### config.mk
export PLATFORM = sky130hd
export DESIGN_NAME = ramped_waveform_joint_command
export DESIGN_NICKNAME = d
export VERILOG_FILES = /design/src/design/rwjc_pkg.sv /design/src/design/ramped_waveform_joint_command.sv
export SDC_FILE = /design/constraint.sdc
export NUM_CORES = 2
export LEC_CHECK = 0
export ABC_CLOCK_PERIOD_IN_PS = 7080
export BUFFER_PORTS_ARGS = -buffer_cell sky130_fd_sc_hd__buf_2
export CAP_MARGIN = 25
export CORE_MARGIN = 2
export CORE_UTILIZATION = 55
export DETAILED_ROUTE_END_ITERATION = 10
export GPL_TIMING_DRIVEN = 0
export PLACE_DENSITY_LB_ADDON = 0.05
export SYNTH_ARGS = -nofsm -noshare
export SYNTH_HDL_FRONTEND = slang
export SYNTH_SLANG_ARGS = --single-unit
### constraint.sdc
create_clock -name clk -period 7.08 [get_ports clk]
set_input_delay 1.062 -clock clk [delete_from_list [all_inputs] [get_ports clk]]
set_output_delay 1.062 -clock clk [all_outputs]
set_load 0.01 [all_outputs]
### src/design/rwjc_pkg.sv
// ----------------------------------------------------------------------------
// rwjc_pkg
// Shared types, register indexes, reset values and the CORDIC angle table
// for the ramped waveform joint command generator.
// ----------------------------------------------------------------------------
`default_nettype none

package rwjc_pkg;

	localparam int MAX_JOINTS_DEF = 8;

	// configuration register indexes
	localparam logic [2:0] REG_AMPLITUDE  = 3'd0;
	localparam logic [2:0] REG_PHASE_STEP = 3'd1;
	localparam logic [2:0] REG_RAMP_STEP  = 3'd2;
	localparam logic [2:0] REG_WAVEFORM   = 3'd3;
	localparam logic [2:0] REG_JOINT_CNT  = 3'd4;

	// input operation codes
	localparam logic OP_REPORT = 1'b0;
	localparam logic OP_TICK   = 1'b1;

	// waveform codes
	localparam logic WAVE_SINE     = 1'b0;
	localparam logic WAVE_TRIANGLE = 1'b1;

	// register reset values
	localparam logic signed [24:0] AMPLITUDE_RST  = 25'sd0;
	localparam logic [31:0]        PHASE_STEP_RST = 32'd26843546;
	localparam logic [16:0]        RAMP_STEP_RST  = 17'd819;
	localparam logic [3:0]         JOINT_CNT_RST  = 4'd1;

	// amplitude limit, +-0.5 rad in Q1.24
	localparam logic signed [24:0] AMP_CAP     = 25'sd8388608;
	localparam logic signed [24:0] AMP_CAP_NEG = -25'sd8388608;

	// 1.0 in Q1.16
	localparam logic [16:0] RAMP_ONE = 17'd65536;

	localparam int CORDIC_ITERS = 24;
	localparam int CORDIC_IW    = $clog2(CORDIC_ITERS);
	localparam int CORDIC_W     = 34;
	// 1/K in Q4.30
	localparam logic signed [CORDIC_W-1:0] CORDIC_GAIN = 34'sd652032874;

	typedef enum logic [3:0] {
		S_IDLE,
		S_COPY_RD,
		S_COPY_WR,
		S_ADVANCE,
		S_CORDIC,
		S_SHAPE,
		S_MUL1,
		S_MUL2,
		S_OFFSET,
		S_OUT_RD,
		S_OUT_LD,
		S_OUT_WAIT
	} state_t;

	// atan(2^-i) as a fraction of a full cycle, scaled by 2^32
	function automatic logic [31:0] atan_lut(input logic [CORDIC_IW-1:0] i);
		logic [31:0] v;
		unique case (i)
			5'd0:    v = 32'd536870912;
			5'd1:    v = 32'd316933406;
			5'd2:    v = 32'd167458907;
			5'd3:    v = 32'd85004756;
			5'd4:    v = 32'd42667331;
			5'd5:    v = 32'd21354465;
			5'd6:    v = 32'd10679838;
			5'd7:    v = 32'd5340245;
			5'd8:    v = 32'd2670163;
			5'd9:    v = 32'd1335087;
			5'd10:   v = 32'd667544;
			5'd11:   v = 32'd333772;
			5'd12:   v = 32'd166886;
			5'd13:   v = 32'd83443;
			5'd14:   v = 32'd41722;
			5'd15:   v = 32'd20861;
			5'd16:   v = 32'd10430;
			5'd17:   v = 32'd5215;
			5'd18:   v = 32'd2608;
			5'd19:   v = 32'd1304;
			5'd20:   v = 32'd652;
			5'd21:   v = 32'd326;
			5'd22:   v = 32'd163;
			5'd23:   v = 32'd81;
			default: v = 32'd0;
		endcase
		return v;
	endfunction

endpackage

`default_nettype wire

### src/design/ramped_waveform_joint_command.sv
// ----------------------------------------------------------------------------
// ramped_waveform_joint_command
// Position reports are stored per joint. The first tick after every joint in
// use is known latches the centres (one copy read and one copy write per
// joint) and from then on each tick advances a phase accumulator and a Q1.16
// ramp, forms a sine (24-step CORDIC on one shared shift-add unit, one step a
// cycle) or a triangle, scales it by amplitude*ramp in two registered
// multiplies, and sends centre+offset for each joint in use, the final one
// marked last. Input is stalled for the whole tick. There is no clearing pass
// after reset.
// ----------------------------------------------------------------------------
`default_nettype none

module ramped_waveform_joint_command #(
	parameter int MAX_JOINTS = rwjc_pkg::MAX_JOINTS_DEF
) (
	input  wire logic               clk,
	input  wire logic               arst_n,

	input  wire logic               cfg_valid,
	output logic                    cfg_ready,
	input  wire logic [2:0]         cfg_index,
	input  wire logic [31:0]        cfg_data,

	input  wire logic               req_valid,
	output logic                    req_stall,
	input  wire logic               op,
	input  wire logic [2:0]         joint_index,
	input  wire logic signed [31:0] position,

	output logic                    cmd_valid,
	input  wire logic               cmd_stall,
	output logic [2:0]              out_joint,
	output logic signed [31:0]      command_position,
	output logic                    last
);

	import rwjc_pkg::*;

	localparam int IDXW = (MAX_JOINTS > 1) ? $clog2(MAX_JOINTS) : 1;
	localparam int CW   = $clog2(MAX_JOINTS + 1);

	state_t state_q, state_d;

	// configuration
	logic signed [24:0] amplitude_q;
	logic [31:0]        phase_step_q;
	logic [16:0]        ramp_step_q;
	logic               wave_q;
	logic [3:0]         joint_count_q;

	// control state
	logic [MAX_JOINTS-1:0] known_q;
	logic                  centred_q;
	logic [31:0]           phase_acc_q;
	logic [16:0]           ramp_level_q;
	logic [CW-1:0]         cnt_q;
	logic [CW-1:0]         n_q;
	logic                  cmd_valid_q;

	// datapath
	logic signed [CORDIC_W-1:0] x_q, y_q, z_q;
	logic                       neg_q;
	logic [CORDIC_IW-1:0]       it_q;
	logic signed [17:0]         shape_q;
	logic signed [33:0]         rs_q;
	logic signed [58:0]         prod_q;
	logic signed [26:0]         offset_q;
	logic [2:0]                 out_joint_q;
	logic signed [31:0]         cmd_pos_q;
	logic                       last_q;

	// memories
	logic signed [31:0] latest_mem [MAX_JOINTS];
	logic signed [31:0] centre_mem [MAX_JOINTS];
	logic signed [31:0] lat_rd_q;
	logic signed [31:0] ctr_rd_q;

	logic [CW-1:0]   n_d;
	logic [MAX_JOINTS-1:0] need_ok;
	logic            all_known;
	logic            req_xfer;
	logic            cnt_last;
	logic            rpt_in_range;
	logic [IDXW-1:0] wr_addr;
	logic [IDXW-1:0] rd_addr;

	assign cfg_ready = 1'b1;
	assign req_stall = (state_q != S_IDLE);
	assign req_xfer  = req_valid && !req_stall;
	assign cnt_last  = ((cnt_q + CW'(1)) == n_q);
	assign rpt_in_range = (int'(joint_index) < MAX_JOINTS);
	assign wr_addr   = IDXW'(joint_index);
	assign rd_addr   = cnt_q[IDXW-1:0];

	assign cmd_valid        = cmd_valid_q;
	assign out_joint        = out_joint_q;
	assign command_position = cmd_pos_q;
	assign last             = last_q;

	// joints in use, clamped to 1..MAX_JOINTS
	always_comb begin
		if (joint_count_q == 4'd0) begin
			n_d = CW'(1);
		end else if (int'(joint_count_q) > MAX_JOINTS) begin
			n_d = CW'(MAX_JOINTS);
		end else begin
			n_d = CW'(joint_count_q);
		end
	end

	always_comb begin
		for (int i = 0; i < MAX_JOINTS; i++) begin
			need_ok[i] = known_q[i] || (i >= int'(n_d));
		end
		all_known = &need_ok;
	end

	// ---------------- sequencer ----------------
	always_ff @(posedge clk or negedge arst_n) begin
		if (!arst_n) begin
			state_q <= S_IDLE;
		end else begin
			state_q <= state_d;
		end
	end

	always_comb begin
		state_d = state_q;
		unique case (state_q)
			S_IDLE: begin
				if (req_xfer && op == OP_TICK) begin
					if (centred_q) begin
						state_d = S_ADVANCE;
					end else if (all_known) begin
						state_d = S_COPY_RD;
					end
				end
			end
			S_COPY_RD: state_d = S_COPY_WR;
			S_COPY_WR: state_d = cnt_last ? S_ADVANCE : S_COPY_RD;
			S_ADVANCE: state_d = (wave_q == WAVE_TRIANGLE) ? S_SHAPE : S_CORDIC;
			S_CORDIC: begin
				if (it_q == CORDIC_IW'(CORDIC_ITERS - 1)) begin
					state_d = S_SHAPE;
				end
			end
			S_SHAPE:  state_d = S_MUL1;
			S_MUL1:   state_d = S_MUL2;
			S_MUL2:   state_d = S_OFFSET;
			S_OFFSET: state_d = S_OUT_RD;
			S_OUT_RD: state_d = S_OUT_LD;
			S_OUT_LD: state_d = S_OUT_WAIT;
			S_OUT_WAIT: begin
				if (!cmd_stall) begin
					state_d = cnt_last ? S_IDLE : S_OUT_RD;
				end
			end
			default: state_d = S_IDLE;
		endcase
	end

	// ---------------- configuration ----------------
	logic signed [24:0] amp_wr;

	always_comb begin
		amp_wr = $signed(cfg_data[24:0]);
		if (amp_wr > AMP_CAP) begin
			amp_wr = AMP_CAP;
		end else if (amp_wr < AMP_CAP_NEG) begin
			amp_wr = AMP_CAP_NEG;
		end
	end

	always_ff @(posedge clk or negedge arst_n) begin
		if (!arst_n) begin
			amplitude_q   <= AMPLITUDE_RST;
			phase_step_q  <= PHASE_STEP_RST;
			ramp_step_q   <= RAMP_STEP_RST;
			wave_q        <= WAVE_SINE;
			joint_count_q <= JOINT_CNT_RST;
		end else if (cfg_valid && cfg_ready) begin
			case (cfg_index)
				REG_AMPLITUDE:  amplitude_q   <= amp_wr;
				REG_PHASE_STEP: phase_step_q  <= cfg_data;
				REG_RAMP_STEP:  ramp_step_q   <= cfg_data[16:0];
				REG_WAVEFORM:   wave_q        <= cfg_data[0];
				REG_JOINT_CNT:  joint_count_q <= cfg_data[3:0];
				default: ;
			endcase
		end
	end

	// ---------------- phase and ramp ----------------
	logic [31:0] phase_next;
	logic [16:0] ramp_inc;
	logic [17:0] ramp_sum;

	assign phase_next = phase_acc_q + phase_step_q;
	assign ramp_inc   = (ramp_step_q == 17'd0) ? RAMP_ONE : ramp_step_q;
	assign ramp_sum   = {1'b0, ramp_level_q} + {1'b0, ramp_inc};

	// ---------------- control registers ----------------
	always_ff @(posedge clk or negedge arst_n) begin
		if (!arst_n) begin
			known_q      <= '0;
			centred_q    <= 1'b0;
			phase_acc_q  <= '0;
			ramp_level_q <= '0;
			cnt_q        <= '0;
			n_q          <= CW'(1);
			cmd_valid_q  <= 1'b0;
		end else begin
			unique case (state_q)
				S_IDLE: begin
					if (req_xfer) begin
						if (op == OP_REPORT) begin
							if (rpt_in_range) begin
								known_q[wr_addr] <= 1'b1;
							end
						end else begin
							cnt_q <= '0;
							n_q   <= n_d;
						end
					end
				end
				S_COPY_WR: begin
					if (cnt_last) begin
						centred_q <= 1'b1;
					end else begin
						cnt_q <= cnt_q + CW'(1);
					end
				end
				S_ADVANCE: begin
					phase_acc_q <= phase_next;
					if (ramp_sum > {1'b0, RAMP_ONE}) begin
						ramp_level_q <= RAMP_ONE;
					end else begin
						ramp_level_q <= ramp_sum[16:0];
					end
				end
				S_OFFSET: cnt_q <= '0;
				S_OUT_LD: cmd_valid_q <= 1'b1;
				S_OUT_WAIT: begin
					if (!cmd_stall) begin
						cmd_valid_q <= 1'b0;
						if (!cnt_last) begin
							cnt_q <= cnt_q + CW'(1);
						end
					end
				end
				default: ;
			endcase
		end
	end

	// ---------------- memories ----------------
	always_ff @(posedge clk) begin
		if (req_xfer && op == OP_REPORT && rpt_in_range) begin
			latest_mem[wr_addr] <= position;
		end
		lat_rd_q <= latest_mem[rd_addr];
	end

	always_ff @(posedge clk) begin
		if (state_q == S_COPY_WR) begin
			centre_mem[rd_addr] <= lat_rd_q;
		end
		ctr_rd_q <= centre_mem[rd_addr];
	end

	// ---------------- shared CORDIC shift-add unit ----------------
	logic [31:0]                fold_sum;
	logic [31:0]                fold_ph;
	logic signed [CORDIC_W-1:0] dx_w, dy_w, at_w;

	assign fold_sum = phase_next + 32'h4000_0000;
	assign fold_ph  = {phase_next[31] ^ fold_sum[31], phase_next[30:0]};
	assign dx_w     = y_q >>> it_q;
	assign dy_w     = x_q >>> it_q;
	assign at_w     = $signed({2'b00, atan_lut(it_q)});

	// ---------------- shape ----------------
	logic signed [CORDIC_W-1:0] sin_w;
	logic signed [17:0]         sin_sat;
	logic signed [18:0]         tri_ph;
	logic signed [18:0]         tri_w;

	assign sin_w  = (y_q + CORDIC_W'(8192)) >>> 14;
	assign tri_ph = $signed({1'b0, phase_acc_q[31:14]});

	always_comb begin
		if (sin_w > CORDIC_W'(65536)) begin
			sin_sat = 18'sd65536;
		end else if (sin_w < -CORDIC_W'(65536)) begin
			sin_sat = -18'sd65536;
		end else begin
			sin_sat = sin_w[17:0];
		end
		if (!phase_acc_q[31]) begin
			tri_w = tri_ph - 19'sd65536;
		end else begin
			tri_w = 19'sd196608 - tri_ph;
		end
	end

	// ---------------- scale and output ----------------
	logic signed [35:0] rs_w;
	logic signed [58:0] prod_w;
	logic signed [58:0] rnd_w;
	logic signed [32:0] sum_w;

	assign rs_w   = $signed({1'b0, ramp_level_q}) * shape_q;
	assign prod_w = amplitude_q * rs_q;
	assign rnd_w  = prod_q + 59'sd2147483648;
	assign sum_w  = 33'(ctr_rd_q) + 33'(offset_q);

	always_ff @(posedge clk) begin
		unique case (state_q)
			S_ADVANCE: begin
				x_q   <= CORDIC_GAIN;
				y_q   <= '0;
				z_q   <= CORDIC_W'($signed(fold_ph));
				neg_q <= fold_sum[31];
				it_q  <= '0;
			end
			S_CORDIC: begin
				if (!z_q[CORDIC_W-1]) begin
					x_q <= x_q - dx_w;
					y_q <= y_q + dy_w;
					z_q <= z_q - at_w;
				end else begin
					x_q <= x_q + dx_w;
					y_q <= y_q - dy_w;
					z_q <= z_q + at_w;
				end
				it_q <= it_q + CORDIC_IW'(1);
			end
			S_SHAPE: begin
				if (wave_q == WAVE_TRIANGLE) begin
					shape_q <= tri_w[17:0];
				end else begin
					shape_q <= neg_q ? -sin_sat : sin_sat;
				end
			end
			S_MUL1:   rs_q     <= rs_w[33:0];
			S_MUL2:   prod_q   <= prod_w;
			S_OFFSET: offset_q <= rnd_w[58:32];
			S_OUT_LD: begin
				out_joint_q <= 3'(cnt_q);
				last_q      <= cnt_last;
				// saturate to the int32 range
				if (sum_w[32] != sum_w[31]) begin
					cmd_pos_q <= sum_w[32] ? 32'sh8000_0000 : 32'sh7FFF_FFFF;
				end else begin
					cmd_pos_q <= sum_w[31:0];
				end
			end
			default: ;
		endcase
	end

endmodule

`default_nettype wire

# == Word level (Yosys, flattened, before mapping) ==
# Memory sizes are Yosys's and may differ from the RTL's. A register that Yosys moved wholly into a read port is not among the register bits.
# Index checks and enable logic that the tools add are counted.
# op_classes
n_bitwise,3
n_shift,2
multipliers,2
n_eq_ne,24
n_lt_le_gt_ge,16
mux,43
n_addsub,17
reduce_logical,33
# ops
op,count
$pmux W34 S2,3
$mux W34,3
$mux W18,5
$add A34 B34 Y34,2
$sshr A34 B5 Y34,2
$sub A34 B34 Y34,2
$mux W32,2
$add A59 B33 Y59 const B,1
$mul A25 B34 Y59,1
$mux W25,2
$mux W4,12
$pmux W4 S12,1
$add A34 B15 Y34 const B,1
$add A34 B33 Y34,1
$mul A18 B18 Y34,1
$mux W17,2
$sub A34 B33 Y34,1
$add A32 B27 Y33,1
$add A32 B31 Y32 const B,1
$add A32 B32 Y32,1
$gt A25 B25 Y1 const B,1
$lt A25 B24 Y1 const B,1
$gt A20 B18 Y1 const B,1
$lt A20 B17 Y1 const B,1
other kinds (47),91
# word_totals
romBits,960
wordCells,168
memories,3
regBits,432
ram_bits,512
# mem_list
memory,words,word_bits,rd,rd_clocked_by_memory_dff,write_ports,line_no,text
(name not given),32,30,1,1,0,rwjc_pkg.sv:64,unique case (i)
centre_mem,8,32,1,1,1,ramped_waveform_joint_command.sv:75,logic signed [31:0] centre_mem [MAX_JOINTS];
latest_mem,8,32,1,1,1,ramped_waveform_joint_command.sv:74,logic signed [31:0] latest_mem [MAX_JOINTS];

# == Logic depth before layout (Yosys ltp) ==
# logic_depth
ltp_word,10
ltp_mapped,29
depth_no_buf,27

# == Worst setup path before layout ==
# Ideal clock, no wire load.
# synth_timing
path_kind,reg-to-reg
startpoint,register amplitude_q[4]
endpoint,"register prod_q[58], data pin"
period_less_slack_ns,7.564
path_stages_with_launch,29
n_path_buf,2
setup_ns,0.260
arrival_time_ns,7.304
t_required_ns,6.820
slack_ns,-0.484
path_cell_list,dfrtp_1 clkbuf_1 clkbuf_1 nand2_1 fa_1 inv_1 fa_1 inv_1 fa_1 fa_1 inv_1 fa_1 fa_1 inv_1 fa_1 inv_1 ha_1 o21a_1 o21a_1 o21ai_0 nand2_1 a41oi_1 o41ai_1 a221oi_1 o221ai_1 a221o_1 a21oi_1 o21bai_1 xnor2_1
# synth_between
elab_chain_cells,1
# synth_lines
item,line_no,text
from (decl),ramped_waveform_joint_command.sv:46,logic signed [24:0] amplitude_q;
from (signal assigned),ramped_waveform_joint_command.sv:184,REG_AMPLITUDE: amplitude_q <= amp_wr;
$mul A25 B34 Y59,ramped_waveform_joint_command.sv:314,assign prod_w = amplitude_q * rs_q;
net prod_w[58],ramped_waveform_joint_command.sv:309,logic signed [58:0] prod_w;
to (signal assigned),ramped_waveform_joint_command.sv:347,S_MUL2: prod_q <= prod_w;
to (decl),ramped_waveform_joint_command.sv:67,logic signed [58:0] prod_q;
# The timed path passes the listed nets, and every way through them passes these cells.
# A chain may end at the register's enable or synchronous reset.

# == Final worst setup path ==
# layout_timing
startpoint,register rs_q[13]
endpoint,"register prod_q[51], data pin"
# layout_between
elab_chain_cells,1
# layout_lines
item,line_no,text
from (decl),ramped_waveform_joint_command.sv:66,logic signed [33:0] rs_q;
from (signal assigned),ramped_waveform_joint_command.sv:346,S_MUL1: rs_q <= rs_w[33:0];
$mul A25 B34 Y59,ramped_waveform_joint_command.sv:314,
net prod_w[51],ramped_waveform_joint_command.sv:309,
# The timed path passes the listed nets, and every way through them passes these cells.

==> metrics.md <==
| Metric | Value |
|---|---|
| Routed wire per std cell | `26.4 um` |
| Total Neg Setup Slack | `-7480 ps` |
| Number of flops mapped to enable cells by yosys | `763` |
| Pre-antenna DRT Iters | `8` |
| Sequential-to-total area share from yosys stat | `31.5%` |
| Tightest Hold Check Type | `in2async` |
| # fillers | `13.7k` |
| Minimum setup slack after placement | `-2300 ps` |
| Fin. Hold Viols | `0` |
| Slew Limit Fails | `0` |
| Routed WL | `300000 um` |
| FMAX | `128 MHz` |
| Area of the multi-input gates | `0.0569 mm2` |
| Area grow syn2layout | `12.8%` |
| Num CTS Buffers | `107` |
| Most frequent cells in the layout | `inv_1 (1195), fa_1 (1079), nand2_1 (936), edfxtp_1 (763), and2_1 (518)` |
| # DRC | `0` |
| # IOs | `115` |
| Largest net degree at the start of global routing | `87` |
| Total core area | `0.164 mm2` |
| Starting Density | `55.2%` |
| CTS Buffer Depth | `3` |
| Synthesized area per cell | `10.5 um2` |
| Critical Path Most Common Cell | `fa_1` |
| Worst Path Arrival | `8310 ps` |
| Port Buffers | `113` |
| DIE AREA | `0.168 mm2` |
| Yosys warnings | `0` |
| Post-synth ARST share | `14.9%` |
| Sequential cell area | `0.0286 mm2` |
| Slowest cell on the critical path | `fa_1` |
| Post-synth top flop | `edfxtp_1` |
| Gpl congestion | `0.994` |
| Cell variety after synth | `104` |
| Rel. slew slack | `19.5%` |
| Fin crit share | `110%` |
| Failing checks | `negative setup slack` |
| Final setup margin | `-710 ps` |
| Share of cells above drive strength 1 | `13.5%` |
| Clock-pin slew on the worst setup and hold paths | `60 ps` |
| Overflow after GRT | `0` |
| # nets final | `10.7k` |
| # H-tree levels | `3` |
| RSZ-0062 raised after global routing | `true` |
| Mapped Area | `0.0908 mm2` |
| Status | `finished with violations` |
| Max-cap violations | `0` |
| Fin area | `0.102 mm2` |
| Most common cell after layout, fill and taps aside | `inv_1` |
| Initial DRC count | `7042` |
| FP Rows | `149` |
| Synthesized flop and latch total | `1007` |
| Clk root buf | `clkbuf_16` |
| Crit path kind | `reg2reg` |
| Post-route ant nets | `0` |
| Vias per cell | `5.99` |
| Dpl cell area | `0.0952 mm2` |
| Syn Inst Count | `8635` |
| Die Span X | `410 um` |
| Initial antenna violation count | `15` |
| Vias in the first global route | `69.3k` |
| R2R setup slack | `-710 ps` |
| Hpwl dp | `233000 um` |
| Clock sinks | `1007` |
| Worst Setup Start Kind | `flip-flop` |
| Die Ht | `410 um` |
| First-pass GRT wire length | `446000 um` |
| Total GRT Usage | `35.9%` |
| CP required | `7600 ps` |
| CP Max Fanout | `10` |
| Worst slew pin tran | `1210 ps` |
| Crit end category | `flip-flop` |
| Setup Viol. Count Final | `21` |
| Mapped Nets | `10.3k` |
| Max stage delay on crit path | `590 ps` |
| Worst-Skew Late Latency | `810 ps` |
| Vias | `68.0k` |
| Worst Skew | `77.3 ps` |
| CTS tree | `yes` |
| Final min period | `7790 ps` |
| Cts hold-fix bufs | `0` |
[registers in the layout (all words and copies together) (netlist names), 5 cells and up]
register and flops:
amplitude_q 25, at_w 30, centre_mem 256, command_position 32, ctr_rd_q 32, it_q 5, known_q 8, lat_rd_q 32
latest_mem 256, offset_q 27, phase_acc_q 32, phase_step_q 32, prod_q 28, ramp_level_q 17, ramp_step_q 17, rs_q 34
shape_q 18, x_q 34, y_q 34, z_q 34
[cell families after synthesis]
group | after synthesis | synth area share (%)
multiplexers | 252 | 4.22
AO/OA/AOI/OAI | 1335 | 9.69
AND/OR/NAND/NOR | 2371 | 12.6
other | 1 | 0.00413
adder cells (fa/ha/maj) | 1590 | 31.0
buffers and inverters | 1683 | 7.13
XOR/XNOR | 396 | 3.83
flip-flops | 1007 | 31.5
[final timing paths]
check                                                start                      endpoint  depth (start not counted)
max in group asynchronous                           arst_n   ramp_level_q[0]$_DFFE_PN0P_                          2
worst max-delay path                    rs_q[13]$_DFFE_PP_          prod_q[51]$_DFFE_PN_                         29
worst min-delay path                                arst_n  phase_step_q[29]$_DFFE_PN0P_                          1
worst min register to register  latest_mem[4][0]$_DFFE_PP_           lat_rd_q[0]$_DFF_P_                          2
worst max register to register          rs_q[13]$_DFFE_PP_          prod_q[51]$_DFFE_PN_                         29
min in group clk                latest_mem[4][0]$_DFFE_PP_           lat_rd_q[0]$_DFF_P_                          2
[worst max-delay path, delay by kind of cell (launching register included)]
family                     cells  cell delay [ps]
DFF                            1              540
xor gates and xnor gates       1              140
AOI/OAI and AO/OA              7             1280
adders and majority gates      8             3960
and+or+nand+nor                5              640
buffers and inverters          8              960
[timing repair]
action | 4_1_cts | 5_1_grt
endpoints found under the setup margin | 64 | 48
pin swaps | 76 | 101
setup buffers | 109 | 70
gates resized for setup | 547 | 194
gates cloned | 6 | 0
[final cells by class]
class                           count  area share [%]
Multi-Input combinational cell   5945            55.5
Sequential cell                  1007            27.9
Inverter                         1226            4.51
Buffer                            432            2.90
Clock buffer                      136            2.85
Timing Repair Buffer              344            2.74
Tap cell                         2189            2.67
Clock inverter                     67           0.830
Antenna cell                       16          0.0391
[through the flow]
| stage | hold WS [ps] | util (%) | instances |
|---|---|---|---|
| 2_1_floorplan | 432 | - | 8635 |
| 3_3_place_gp | 453 | 57.3 | 10900 |
| 3_5_place_dp | 445 | 57.9 | 11000 |
| 4_1_cts | 233 | 61.7 | 11300 |
| 5_1_grt | 267 | 62.3 | 11300 |
| 6_report | 236 | 62.3 | 11400 |
[synthesized netlist by cell type (all sizes together) (23+ instances only)]
master,count,share of area (%)
inv,1223,5.1
fa,1110,24
nand2,941,3.9
edfxtp,763,25
and2,534,3.7
ha,471,6.5
clkbuf,403,1.7
nor2,376,1.6
a21oi,331,1.8
a22oi,268,2.2
o21ai,238,1.3
xnor2,238,2.3
xor2,158,1.5
dfrtp,129,3.6
a21o,107,0.88
nand3,104,0.57
mux4,95,2.4
dfxtp,94,2.1
nand4,90,0.62
mux2,89,1.1
mux2i,68,0.76
nand2b,68,0.47
nor3,66,0.36
and3,55,0.38
buf,54,0.40
o21a,46,0.38
a31oi,44,0.31
a22o,43,0.41
nor2b,41,0.29
o21bai,38,0.31
o22ai,28,0.19
nor4,23,0.17
[layer usage]
metal  track usage, %  share of wire (%)
met2             55.9                 45
met4             13.5                4.4
met1             49.4                 41
met5                0              0.013
met3             8.11                9.6
Power is not shown: default switching activity piles up to over one toggle a cycle in this logic, so the estimate is an artifact.
